===== config.mk =====
export PLATFORM = sky130hd
export DESIGN_NAME = pibrl_box_prep
export DESIGN_NICKNAME = d
export VERILOG_FILES = /design/src/hw/rtl/pibrl_pkg.sv /design/src/hw/rtl/pibrl_box_prep.sv
export SDC_FILE = /design/constraint.sdc
export NUM_CORES = 1
export LEC_CHECK = 0
export BUFFER_PORTS_ARGS = -buffer_cell sky130_fd_sc_hd__buf_2
export CORE_UTILIZATION = 46
export DETAILED_ROUTE_END_ITERATION = 10
export PLACE_DENSITY = 0.84
export SLEW_MARGIN = 5
export SYNTH_ARGS = -nofsm -noshare
export SYNTH_HDL_FRONTEND = slang
export SYNTH_SLANG_ARGS = --single-unit

===== constraint.sdc =====
create_clock -name vclk -period 7.1
set_input_delay 1.065 -clock vclk [all_inputs]
set_output_delay 1.065 -clock vclk [all_outputs]
set_load 0.01 [all_outputs]

===== src/hw/rtl/pibrl_pkg.sv =====
// Package for the point-in-box region lookup: sizes, operation codes, states,
// item, result, point and box types. No dependencies.
package pibrl_pkg;

  localparam int MAX_REGIONS = 64;
  localparam int COORD_WIDTH = 16;
  localparam int MARGIN_W    = 10;
  localparam int OP_W        = 2;
  localparam int RIDX_W      = 6;
  localparam int STORED_W    = 7;

  localparam int IDX_W  = (MAX_REGIONS > 1) ? $clog2(MAX_REGIONS) : 1;
  localparam int CNT_W  = $clog2(MAX_REGIONS + 1);
  localparam int BOX_CW = (COORD_WIDTH + 1 > MARGIN_W + 2) ? COORD_WIDTH + 1 : MARGIN_W + 2;
  localparam int BOX_W  = 6 * BOX_CW;

  localparam logic [MARGIN_W-1:0] MARGIN_RESET = MARGIN_W'(256);

  typedef enum logic [OP_W-1:0] {
    OP_CLEAR = 2'd0,
    OP_ADD   = 2'd1,
    OP_QUERY = 2'd2
  } op_e;

  typedef enum logic {
    ST_IDLE,
    ST_SCAN
  } state_e;

  typedef struct packed {
    logic [OP_W-1:0]               operation;
    logic signed [COORD_WIDTH-1:0] first_x;
    logic signed [COORD_WIDTH-1:0] first_y;
    logic signed [COORD_WIDTH-1:0] first_z;
    logic signed [COORD_WIDTH-1:0] second_x;
    logic signed [COORD_WIDTH-1:0] second_y;
    logic signed [COORD_WIDTH-1:0] second_z;
  } item_t;

  typedef struct packed {
    logic                found;
    logic [RIDX_W-1:0]   region_index;
    logic                dropped;
    logic [STORED_W-1:0] stored_count;
  } result_t;

  typedef struct packed {
    logic signed [COORD_WIDTH-1:0] x;
    logic signed [COORD_WIDTH-1:0] y;
    logic signed [COORD_WIDTH-1:0] z;
  } point_t;

  typedef struct packed {
    logic signed [BOX_CW-1:0] lo_x;
    logic signed [BOX_CW-1:0] lo_y;
    logic signed [BOX_CW-1:0] lo_z;
    logic signed [BOX_CW-1:0] hi_x;
    logic signed [BOX_CW-1:0] hi_y;
    logic signed [BOX_CW-1:0] hi_z;
  } box_t;

endpackage


===== src/hw/rtl/pibrl_box_prep.sv =====
// Corner ordering and vertical widening of a box to be stored.
// Depends on pibrl_pkg.
module pibrl_box_prep (
  input  pibrl_pkg::item_t                    item_i,
  input  logic [pibrl_pkg::MARGIN_W-1:0]      margin_i,
  output pibrl_pkg::box_t                     box_o
);
  import pibrl_pkg::*;

  logic signed [BOX_CW-1:0] ax, ay, az, bx, by, bz, marg;

  always_comb begin
    ax   = BOX_CW'(item_i.first_x);
    ay   = BOX_CW'(item_i.first_y);
    az   = BOX_CW'(item_i.first_z);
    bx   = BOX_CW'(item_i.second_x);
    by   = BOX_CW'(item_i.second_y);
    bz   = BOX_CW'(item_i.second_z);
    marg = BOX_CW'($signed({1'b0, margin_i}));

    box_o.lo_x = (ax > bx) ? bx : ax;
    box_o.hi_x = (ax > bx) ? ax : bx;
    box_o.lo_y = (ay > by) ? by : ay;
    box_o.hi_y = (ay > by) ? ay : by;
    box_o.lo_z = ((az > bz) ? bz : az) - marg;
    box_o.hi_z = ((az > bz) ? az : bz) + marg;
  end

endmodule


## After elaboration in Yosys (flattened, before gate mapping)

Index checks and enable logic that the tools add are counted.

| storage, ports and cells | value |
|---|---|
| register bits | 0 |
| output and inout port bits | 102 |

| operators by class | value |
|---|---|
| order comparisons | 3 |
| add/subtract/negate cells | 2 |
| multiplexer cells | 6 |

Operators by type and width:

| cell | count |
|---|---|
| $mux W17 | 6 |
| $gt A16 B16 Y1 | 3 |
| $add A17 B11 Y17 | 1 |
| $sub A17 B11 Y17 | 1 |

## Longest topological paths before layout

| logic depth | value |
|---|---|
| depth in word-level cells | 3 |
| depth in mapped cells | 23 |
| depth with buffers taken out | 21 |

## Worst setup path before layout

No wires, ideal clock.

| path | value |
|---|---|
| path type | input port to output port |
| from | input item_i[5] (netlist bit) |
| to | output box_o[65] (netlist bit) |
| path slack | 517 ps |
| cell stages on the path | 23 |
| arrival time | 5518 ps |
| required time | 6035 ps |
| cells stage by stage | inv_1 -> ha_1 -> a211oi_2 -> o21ai_0 -> nor4_1 -> o21ai_2 -> mux2i_2 -> buf_4 -> clkbuf_1 -> nor2_1 -> a21oi_1 -> ha_1 -> inv_1 -> fa_1 -> a21o_1 -> a21oi_1 -> nor2b_1 -> o21a_1 -> o41ai_1 -> o21a_1 -> o21ai_1 -> o21bai_1 -> xor2_1 |

RTL lines:

| item | line | source |
|---|---|---|
| from (decl) | pibrl_box_prep.sv:4 | `input pibrl_pkg::item_t item_i,` |
| to (decl) | pibrl_box_prep.sv:6 | `output pibrl_pkg::box_t box_o` |

==> impl_results.md <==
- CP Data Arrival Time: 5.67 ns
- Yosys warnings: 0
- Fin. max-slew vios: 0
- Setup TNS: 0 ns
- Placer Congestion: 0.837
- Core area: 7290 um2
- Area leader, netlist: ha_1
- Rel. slew slack: 15.4%
- Max Fclk: 149 MHz
- Worst hold stages: 3
- Clock share of power: 0%
- Layout fillers: 659
- Worst hold path type: in2out
- Initial Util: 47.9%
- Yosys top cell area share: 24.4%
- DRT Pass-1 Iters: 4
- Post-layout nets: 839
- Pwr Total: 607 uW
- Sequential Area: 0 um2
- Total GRT Usage: 23.7%
- Grt ovf: 0
- Syn Nets: 635
- Synth Area per Inst: 7.64 um2
- Worst vdd ir: 60.6 uV
- Leakage: 2.58 nW
- Combinational Power Share: 100.0%
- Adder-cell area share of the yosys netlist: 25.5%
- Detailed Route WL: 10600 um
- Final setup vio count: 0
- Top post-synthesis cells by area: ha_1 24%, mux2_2 24%, inv_1 7.4%, a21oi_1 4.7%, xnor2_1 4.3%
- Routed wire length per instance: 13.9 um
- Syn-to-layout area delta: 33.9%
- Die ar.: 7940 um2
- PD cells: 130 nW/um2
- DR vias/cell: 5.32
- # clk buffers: 0
- Multi-input logic area: 3180 um2
- WP data required: 6.03 ns
- Worst Setup Start Kind: input pin
- DP Area: 4620 um2
- Syn Inst Count: 457
- Row count: 31
- DIE HEIGHT: 89.1 um
- FF+latch count: 0
- Share of cells above drive strength 1: 45.8%
- Post-route ant nets: 0
- Final period util: 94.8%
- Violation count after the first detailed-route iteration: 107
- Post-cts hold buffer count: 0
- Post-route core utilization: 64.1%
- First-pass GRT wire length: 15400 um
- I/O Pins: 210
- Simple-Gate Fraction of Synth Area: 13.8%
- DP Wirelength: 9090 um
- Cell-internal power: 286 uW
- DRC Markers: 0
- Port bufs: 208
- Hold Vio Cnt, Final: 0
- P_sw: 321 uW
- Mux share of post-synthesis cell area: 27.0%
- XOR/XNOR share of the synthesized area: 7.53%
- Maxcap violations: 0
- Seq/Total Area, Yosys: 0%
- Largest family of logic cells by synthesized area: multiplexers
- Vias in the first global route: 3619
- Worst Path Max Fanout: 9
- Post-synthesis compound-gate area fraction: 16.3%
- CP endpoint kind: primary output
- Die X: 89.1 um
- Sequential share of power: 0%
- Antenna Diode Count: 0
- Sw Share: 52.9%
- Initial antenna violation count: 0
- Pin count of the biggest net entering global routing: 33
- Worst-margin pin slew: 1.27 ns
- Library cells used by synthesis: 48
- Crit path kind: in2out
- Final Cell Area: 4670 um2
- Via count: 4031
- Fin crit period: 6.73 ns
- Status: finished, final reports clean
- Mapped Area: 3490 um2
## power by group through the flow
stage | registers [mW] | clock network, mW | logic, mW
final | 0 | 0 | 0.607
after global routing | 0 | 0 | 0.667
after CTS | 0 | 0 | 0.597
after detailed placement | 0 | 0 | 0.594
after global placement | 0 | 0 | 0.575
after floorplan | 0 | 0 | 0.385
## synthesized netlist by cell type, drive strengths merged
master / instances
nand2: 24
a21oi: 33
a211oi: 2
or2: 1
a31oi: 1
or3: 2
clkbuf: 5
nand3b: 1
o41ai: 1
nor3b: 2
ha: 68
fa: 2
o21bai: 4
mux2: 75
o211ai: 1
and4: 3
buf: 11
nor4: 4
nand2b: 4
or4: 1
o21ai: 28
o2111ai: 1
o311ai: 1
mux2i: 9
nor2b: 7
a41o: 1
xnor2: 17
nand3: 7
nor2: 18
o21a: 5
nor3: 8
nand4: 8
a21boi: 2
a2111oi: 1
inv: 69
a22oi: 1
xor2: 13
a21o: 11
o21ba: 1
and3: 4
## cell type report
cell class	count	area share, %
well taps	99	2.65
inverters	69	5.54
multi-input cells	373	68.1
repair buffers	217	23.7
## final timing paths
path / start / to
worst max-delay path: item_i[15] / box_o[65]
worst min-delay path: margin_i[0] / box_o[0]
## placed cells by master, fill, tap and decap left out, types with 2 or more instances in the layout
cell,instances
xnor2_1,17
a21oi_1,32
nand4_1,8
or3_1,2
o21a_1,5
a21o_1,11
fa_1,2
nor4_1,4
xor2_1,13
mux2_2,74
buf_4,9
nor3_1,8
nand2_1,24
nand3_1,7
mux2i_1,8
a21boi_0,2
o21ai_0,23
nand2b_1,4
inv_1,69
o21ai_2,2
ha_1,67
and3_1,4
and4_1,3
nor2b_1,7
o21ai_1,3
o21bai_1,4
buf_2,208
nor2_1,18
## routing by layer
metal / vias to the layer above / track usage [%] / wire length, um
met3: 18 / 2.12 / 527
met1: 1848 / 29.8 / 4440
met2: 136 / 43.7 / 5410
li1: 2029 / - / -
met4: 0 / 5.05 / 175
met5: - / 0 / 0
## cell families after synthesis
kind of cell,count (synthesis)
adder cells (fa/ha/maj),70
AND/OR/NAND/NOR,94
multiplexers,84
XOR/XNOR,30
AO/OA/AOI/OAI,94
buffers and inverters,85
## critical path: stages
cell and delay (ns):
buf_2 0.09, inv_1 0.05, ha_2 0.41, and4_1 0.24, nor3b_2 0.20, a21oi_1 0.12
o21ai_2 0.29, mux2i_4 0.40, nor2_1 0.07, a21oi_1 0.14, ha_1 0.19, inv_1 0.05
fa_1 0.40, a21o_1 0.21, a21oi_2 0.17, nor2b_1 0.08, o21a_1 0.19, o41ai_1 0.28
buf_4 0.19, o21a_1 0.20, o21ai_1 0.15, o21bai_1 0.20, xor2_1 0.14, buf_2 0.14
## stage by stage
stage                     hold slack, ns  instances  setup slack (ns)
after floorplan                     2.28        457             0.517
after global placement              2.46        753             0.313
after detailed placement            2.46        753             0.176
after CTS                           2.46        753             0.145
after global routing                2.48        758           -0.0254
final                               2.46        758             0.367
## what timing repair did
action,CTS,global route
gates resized for setup,0,2
setup buffers,0,4
endpoints found under the setup margin,0,4
No activity file was read; power rests on OpenSTA's default activity.
