$ cat config.mk
export PLATFORM = sky130hd
export DESIGN_NAME = pibrl_hit
export DESIGN_NICKNAME = d
export VERILOG_FILES = /design/src/hw/rtl/pibrl_pkg.sv /design/src/hw/rtl/pibrl_hit.sv
export SDC_FILE = /design/constraint.sdc
export NUM_CORES = 1
export LEC_CHECK = 0
export BUFFER_PORTS_ARGS = -buffer_cell sky130_fd_sc_hd__buf_2
export CAP_MARGIN = 10
export CORE_MARGIN = 3
export CORE_UTILIZATION = 42
export DETAILED_ROUTE_END_ITERATION = 10
export GPL_TIMING_DRIVEN = 1
export PLACE_DENSITY = 0.81
export SYNTH_ARGS = -nofsm -noshare
export SYNTH_HDL_FRONTEND = slang
export SYNTH_SLANG_ARGS = --single-unit
$ cat constraint.sdc
create_clock -name vclk -period 2.3
set_input_delay 0.46 -clock vclk [all_inputs]
set_output_delay 0.46 -clock vclk [all_outputs]
set_load 0.05 [all_outputs]
$ cat src/hw/rtl/pibrl_pkg.sv
// Package for the point-in-box region lookup: sizes, operation codes, states,
// item, result, point and box types. No dependencies.
package pibrl_pkg;

  localparam int MAX_REGIONS = 64;
  localparam int COORD_WIDTH = 16;
  localparam int MARGIN_W    = 10;
  localparam int OP_W        = 2;
  localparam int RIDX_W      = 6;
  localparam int STORED_W    = 7;

  localparam int IDX_W  = (MAX_REGIONS > 1) ? $clog2(MAX_REGIONS) : 1;
  localparam int CNT_W  = $clog2(MAX_REGIONS + 1);
  localparam int BOX_CW = (COORD_WIDTH + 1 > MARGIN_W + 2) ? COORD_WIDTH + 1 : MARGIN_W + 2;
  localparam int BOX_W  = 6 * BOX_CW;

  localparam logic [MARGIN_W-1:0] MARGIN_RESET = MARGIN_W'(256);

  typedef enum logic [OP_W-1:0] {
    OP_CLEAR = 2'd0,
    OP_ADD   = 2'd1,
    OP_QUERY = 2'd2
  } op_e;

  typedef enum logic {
    ST_IDLE,
    ST_SCAN
  } state_e;

  typedef struct packed {
    logic [OP_W-1:0]               operation;
    logic signed [COORD_WIDTH-1:0] first_x;
    logic signed [COORD_WIDTH-1:0] first_y;
    logic signed [COORD_WIDTH-1:0] first_z;
    logic signed [COORD_WIDTH-1:0] second_x;
    logic signed [COORD_WIDTH-1:0] second_y;
    logic signed [COORD_WIDTH-1:0] second_z;
  } item_t;

  typedef struct packed {
    logic                found;
    logic [RIDX_W-1:0]   region_index;
    logic                dropped;
    logic [STORED_W-1:0] stored_count;
  } result_t;

  typedef struct packed {
    logic signed [COORD_WIDTH-1:0] x;
    logic signed [COORD_WIDTH-1:0] y;
    logic signed [COORD_WIDTH-1:0] z;
  } point_t;

  typedef struct packed {
    logic signed [BOX_CW-1:0] lo_x;
    logic signed [BOX_CW-1:0] lo_y;
    logic signed [BOX_CW-1:0] lo_z;
    logic signed [BOX_CW-1:0] hi_x;
    logic signed [BOX_CW-1:0] hi_y;
    logic signed [BOX_CW-1:0] hi_z;
  } box_t;

endpackage

$ cat src/hw/rtl/pibrl_hit.sv
// Inclusive containment test of a point against one stored box.
// Depends on pibrl_pkg.
module pibrl_hit (
  input  pibrl_pkg::point_t point_i,
  input  pibrl_pkg::box_t   box_i,
  output logic              hit_o
);
  import pibrl_pkg::*;

  logic signed [BOX_CW-1:0] px, py, pz;

  always_comb begin
    px    = BOX_CW'(point_i.x);
    py    = BOX_CW'(point_i.y);
    pz    = BOX_CW'(point_i.z);
    hit_o = (px >= box_i.lo_x) && (px <= box_i.hi_x) &&
            (py >= box_i.lo_y) && (py <= box_i.hi_y) &&
            (pz >= box_i.lo_z) && (pz <= box_i.hi_z);
  end

endmodule

Word level (Yosys, flattened, before mapping)
Cells that the tools add are included.
Cells by class
  order comparisons: 6
  reduce and logical (&&, ||, !) cells: 5
Operators by type and width (number)
  $ge A16 B17 Y1: 3
  $le A16 B17 Y1: 3
  $logic_and A1 B1 Y1: 5
Storage, ports and cells
  flip-flop bits (word level): 0
  output and inout bits: 1

Depth between registers and ports, before layout
Gate-level depths: netlist of run 1.
  word-level depth: 6
  gate-level depth with buffers: 8

Worst setup path after synthesis of run 1
Ideal clock, no wire load.
  path kind: input to output
  start point: input box_i[60] (netlist bit)
  end point: output hit_o
  arrival time: 2.566 ns
  required time: 1.840 ns
  setup slack: -0.726 ns
  stages: 8
  path buffers: 0
  cells stage by stage: inv_1 ha_1 and3_1 nand3_1 or4_1 nand4_1 o221ai_2 nor4_2
Between the ends
  longest elaborated chain between the ends: 3
Ends and longest elaborated chain
  start, declared: line pibrl_hit.sv:5  | input pibrl_pkg::box_t box_i,
  $ge A16 B17 Y1: line pibrl_hit.sv:18  | (pz >= box_i.lo_z) && (pz <= box_i.hi_z);
  $logic_and A1 B1 Y1: line pibrl_hit.sv:17  | (py >= box_i.lo_y) && (py <= box_i.hi_y) &&
  $logic_and A1 B1 Y1: line pibrl_hit.sv:18
  end, declared: line pibrl_hit.sv:6  | output logic hit_o
No other way between the ends.

Worst setup path after layout of run 1
  start point: input box_i[14] (netlist bit)
  end point: output hit_o
Between the ends
  longest elaborated chain between the ends: 2
Ends and longest elaborated chain (line)
  $le A16 B17 Y1: pibrl_hit.sv:18
  $logic_and A1 B1 Y1: pibrl_hit.sv:18
No other way between the ends.

==> run_results.csv, run 1 <==
group,metric,value,unit
outcome,status,"finished with violations",
outcome,violations,"setup timing",
yosys,synth_mux_area_share,0,%
yosys,yosysWarnings,0,
final_layout,nets,816,
routing,route.detailed.drc,0,
final_layout,n_clock_buffer,0,
final_layout,regArea,0,sq um
yosys,synth-compound-area-share,21.3,%
final_layout,diodes,0,
yosys,syn_nets,610,
floorplan,dieArea,7120,sq um
yosys,netlist_area,2580,sq um
global_route,grt_pass1_wl,13200,microns
final_layout,final_common_cell,"buf_2",
sta,relSlewSlack,73.1,%
routing,viasPerCell,5.02,
sta,layout_worst_path_cycle_share,118,%
sta,period_minus_slack,2.70,ns
floorplan,die_h,84.4,microns
sta,hold_viol,0,
setup_path,setup.worst_path.start_class,"primary input",
yosys,syn_inst,358,
global_route,antenna_found_initial,0,
yosys,ys_types,33,
setup_path,critical_path_class,"in2out",
sta,clock.fmax,0.370,GHz
placement,place_inst,633,
final_layout,layout_common_cells,"144 x buf_2, 103 x inv_1, 91 x ha_1",
run,cap_violations,0,
yosys,synth_xor_area_share,0,%
routing,drt_pass1_iterations,4,
routing,routedWlPerCell,13.1,microns
yosys,yosys.area_share.simple,13.3,%
floorplan,io_pins,151,
yosys,synth_top_cell_area_share,49.5,%
placement,place_hpwl,7100,microns
floorplan,die_x,84.4,microns
power,ir_drop,0.0892,mV
setup_path,cp_max_fo,2,
setup_path,worstPathArrival,2.24,ns
power,leakage,2.54,nW
final_layout,nFlopsAndLatches,0,
sta,drv_slew,0,
global_route,first_global_vias,3221,
yosys,avgSynthCellArea,7.20,sq um
yosys,yosys.area.top_type,"ha_1",
sta,setup_ws,-0.405,ns
final_layout,area_growth,58.6,%
final_layout,instances_no_fill,634,
floorplan,coreArea,5710,sq um
routing,wirelength,8320,microns
sta,worst_pin_slew,0.404,ns
setup_path,crit_path_end_kind,"primary output",
yosys,synth-adder-area-share,49.5,%
yosys,ys_seq_area_share,0,%
placement,gp_congestion,0.859,
sta,hold_slack,1.73,ns
placement,place_ws,-0.622,ns
global_route,grtUsageTotal,21.2,%
sta,setup_viol,1,
yosys,synth.area.top_cells,"ha_1 49%, inv_1 16%, a21oi_1 5.0%",
yosys,synth_top_family_by_area,"adder cells",
routing,vias,3183,
global_route,grt_start_max_net_pins,5,
final_layout,drive_gt1_share,42.2,%
sta,rsz0062_at_grt,"yes",
setup_path,crit_required,1.84,ns
clock_tree,cts_hold_buf,0,
power,power_density,176,nW/um^2
placement,numPortBuffers,151,
hold_path,hold_path.class,"in2out",
floorplan,start_util,45.2,%
floorplan,num_rows,27,
routing,drt_iter0_drc,68,
routing,antenna_left,0,
global_route,grt_remaining_overflow,0,
==> synth_stat cells <==
library cell and instances:
inv_1 109, ha_1 102, a21oi_1 26, nand3_1 17, a21o_1 13, nand2_1 13, o21ai_0 13, nand4_1 10
nor2_1 9, a211oi_1 5, o21bai_1 4, a221oi_1 3, nor2b_1 3, a2111o_1 2, a311oi_1 2, a31o_2 2
a41oi_1 2, and3_1 2, and4_1 2, nand2b_1 2, nor4_1 2, o211ai_1 2, o221ai_1 2, or4_1 2
a2111oi_0 1, a21boi_0 1, a32oi_1 1, and3_2 1, nor3_1 1, nor4_2 1, o221ai_2 1, o22ai_1 1
o41ai_1 1
==> area by class of cell <==
cell class                      count  area, sq um
Tap cell                           72         90.1
Inverter                          109          412
Multi-Input combinational cell    249         2390
Fill cell                         447         1620
Timing Repair Buffer              204         1200
==> logic make-up after synthesis <==
family,count (synthesis)
adder cells (fa/ha/maj),102
buffers and inverters,109
AND/OR/NAND/NOR,65
AO/OA/AOI/OAI,82
==> final timing paths <==
| path | cells past startpoint | from | end |
|---|---|---|---|
| max | 10 | box_i[14] | hit_o |
| min | 7 | point_i[29] | hit_o |
==> metrics by stage <==
stage          util (%)  TNS, ns  cell area [sq um]  power, W
2_1_floorplan         -   -0.424               2590  0.000323
3_3_place_gp       67.0   -0.618               3820  0.000617
5_1_grt            71.6   -0.488               4090  0.000817
4_1_cts            69.7   -0.452               3980  0.000685
6_report           71.6   -0.405               4090  0.000721
3_5_place_dp       67.0   -0.622               3820  0.000645
==> worst max-delay path: stages <==
cell and delay (ns):
buf_6 0.10, inv_4 0.05, ha_4 0.19, a21o_1 0.16, a211oi_2 0.29, o211ai_1 0.15
nor4_2 0.34, o221ai_2 0.16, nor4_4 0.16, buf_6 0.20
==> per-layer routing <==
metal  share of wire (%)  global-route usage, %  up-vias  wire, microns
li1                    -                      -     1664              -
met1                  40                   24.0     1380           3350
met2                  51                   42.0      115           4210
met3                 6.1                   2.06       24            506
met4                 3.0                   4.60        0            252
met5                   0                      0        -              0
==> power by group <==
part	internal, W	switching (W)
clock network	0	0
logic	0.000388	0.000333
registers	0	0
total	0.000388	0.000333
==> what timing repair did <==
action,4_1_cts,5_1_grt
pin swaps,17,11
endpoints found under the hold margin,0,0
gates resized for setup,29,13
setup buffers,0,2
gates cloned,0,0
setup endpoints to repair,1,1
(Power assumes the default switching activity.)
==> inputs of run 2 (changes only) <==
--- a/config.mk
+++ b/config.mk
@@ -11,7 +11,7 @@
 export CORE_UTILIZATION = 42
 export DETAILED_ROUTE_END_ITERATION = 10
 export GPL_TIMING_DRIVEN = 1
-export PLACE_DENSITY = 0.81
+export PLACE_DENSITY_LB_ADDON = 0.08
 export SYNTH_ARGS = -nofsm -noshare
 export SYNTH_HDL_FRONTEND = slang
 export SYNTH_SLANG_ARGS = --single-unit
==> constraint.sdc (replaced) <==
create_clock -name vclk -period 2.3
set_input_delay 0.115 -clock vclk [all_inputs]
set_output_delay 0.115 -clock vclk [all_outputs]
set_load 0.05 [all_outputs]
==> run 2 against run 1 <==
Compared with the run above: the run now ends clean; routed wire length shrank 17%; final cell count shrank 8.4%; die area is the same; flip-flop and latch count is the same; count of clock-buffer cells in the layout is the same; total power shrank 23%; combinational power shrank 23%; worst setup slack gained 0.59 ns; critical path type unchanged; largest cell class unchanged; highest routed layer unchanged.
==> run_results.csv, run 2 (synthesized netlist as in run 1, its figures left out) <==
group,metric,value,unit
setup_path,setup.worst_path.start_class,"primary input",
power,ir_drop,0.0715,mV
power,power.total,0.000557,W
routing,viasPerCell,4.93,
sta,layout_worst_path_cycle_share,92.1,%
floorplan,die_x,84.4,microns
routing,wl_met3,533,microns
routing,wl_met2,3300,microns
setup_path,crit_slowest_cell,"or4_1",
routing,route.detailed.drc,0,
final_layout,drive_gt1_share,31.2,%
final_layout,diodes,0,
power,power_density,161,nW/um^2
setup_path,cp_max_fo,2,
final_layout,num-fill-cells,579,
routing,wirelength,6910,microns
setup_path,crit_path_end_kind,"primary output",
placement,place_hpwl,6570,microns
floorplan,dieArea,7120,sq um
final_layout,final_common_cell,"buf_2",
placement,place_ws,0.0847,ns
placement,gp_congestion,0.859,
floorplan,start_util,45.2,%
power,leakage,2.28,nW
final_layout,final_area,3450,sq um
global_route,antenna_found_initial,0,
clock_tree,postCtsSetupBuffers,0,
global_route,grt_remaining_overflow,0,
routing,drt_pass1_iterations,4,
global_route,first_global_vias,2890,
routing,top_layer,"met4",
routing,vias,2864,
sta,worst_pin_slew,0.381,ns
setup_path,cp_cell_sequence,"buf_2 -> ha_1 -> and3_1 -> nand3_1 -> or4_1 -> nand4_1 -> o221ai_2 -> nor4_4 -> buf_4",
floorplan,num_rows,27,
floorplan,coreArea,5710,sq um
hold_path,hold_path.class,"in2out",
outcome,status,"completed",
placement,dpl_cell_area,3430,sq um
final_layout,regArea,0,sq um
placement,numPortBuffers,151,
sta,relSlewSlack,74.0,%
sta,hold_viol,0,
routing,met1_length,3040,microns
setup_path,critical_path_class,"in2out",
global_route,grtUsageTotal,18.5,%
sta,period_minus_slack,2.12,ns
routing,routedWlPerCell,11.9,microns
final_layout,nFlopsAndLatches,0,
routing,drt_iter0_drc,40,
final_layout,multi_input_area,2200,sq um
global_route,grt_pass1_wl,11700,microns
setup_path,crit_required,2.18,ns
floorplan,io_pins,151,
final_layout,nets,763,
global_route,grt_start_max_net_pins,5,
sta,setup_ws,0.182,ns
routing,antenna_left,0,
floorplan,die_h,84.4,microns
final_layout,area_growth,34.0,%
sta,clock.fmax,0.472,GHz
sta,drv_slew,0,
final_layout,n_clock_buffer,0,
sta,setup_tns,0,ns
run,cap_violations,0,
setup_path,worstPathArrival,2.00,ns
final_layout,layout_common_cells,"150 x buf_2, 109 x inv_1, 102 x ha_1",
sta,rsz0062_at_grt,"no",
sta,setup_viol,0,
setup_path,cpPeakStageDelay,0.56,ns
run 2: cell types whose count changed in the layout (fill, tap and decap cells not counted), moves of 2 or more:
| cell | previous run | this run |
|---|---|---|
| and3_4 | 2 | 0 |
| buf_2 | 144 | 150 |
| buf_4 | 53 | 1 |
| buf_6 | 7 | 0 |
| ha_1 | 91 | 102 |
| ha_4 | 11 | 0 |
| inv_1 | 103 | 109 |
| inv_2 | 5 | 0 |
| nand3_1 | 14 | 17 |
| nand3_2 | 2 | 0 |
run 2: area by class of cell:
| cell class | instances | share of cell area (%) |
|---|---|---|
| multi-input cells | 249 | 63.6 |
| repair buffers | 151 | 21.9 |
| inverters | 109 | 11.8 |
| well taps | 72 | 2.61 |
run 2: where the power goes:
group | leakage, nW | internal (W) | total [W] | switching (W)
logic | 2.28 | 0.000280 | 0.000557 | 0.000278
clock network | 0 | 0 | 0 | 0
registers | 0 | 0 | 0 | 0
total | 2.28 | 0.000280 | 0.000557 | 0.000278
run 2: what timing repair did:
action,CTS,global route
gates resized for setup,0,5
hold buffers,0,0
setup endpoints to repair,0,1
run 2: worst paths after layout:
path / startpoint / endpoint / slack (ns) / cells after the start
setup / recovery: point_i[9] / hit_o / 0.18 / 9
hold / removal: point_i[41] / hit_o / 1.02 / 7
run 2: layer usage:
layer	track usage, %	up-vias
met2	34.4	94
met5	0	-
met1	23.7	1212
met4	1.15	0
met3	2.45	4
li1	-	1554
run 2: worst max-delay path: cells and delay by family:
kind                     cells  cell delay [ns]
AO/OA/AOI/OAI                1             0.13
adder cells (fa/ha/maj)      1             0.29
buffers and inverters        2             0.35
AND/OR/NAND/NOR              5             1.13
run 2: metrics by stage:
stage,utilization (%),hold WS [ns],cells
floorplan,-,0.698,358
global placement,60.1,1.05,581
detailed placement,60.1,1.06,581
CTS,60.1,1.06,581
global route,60.5,1.06,581
finish,60.5,1.02,581
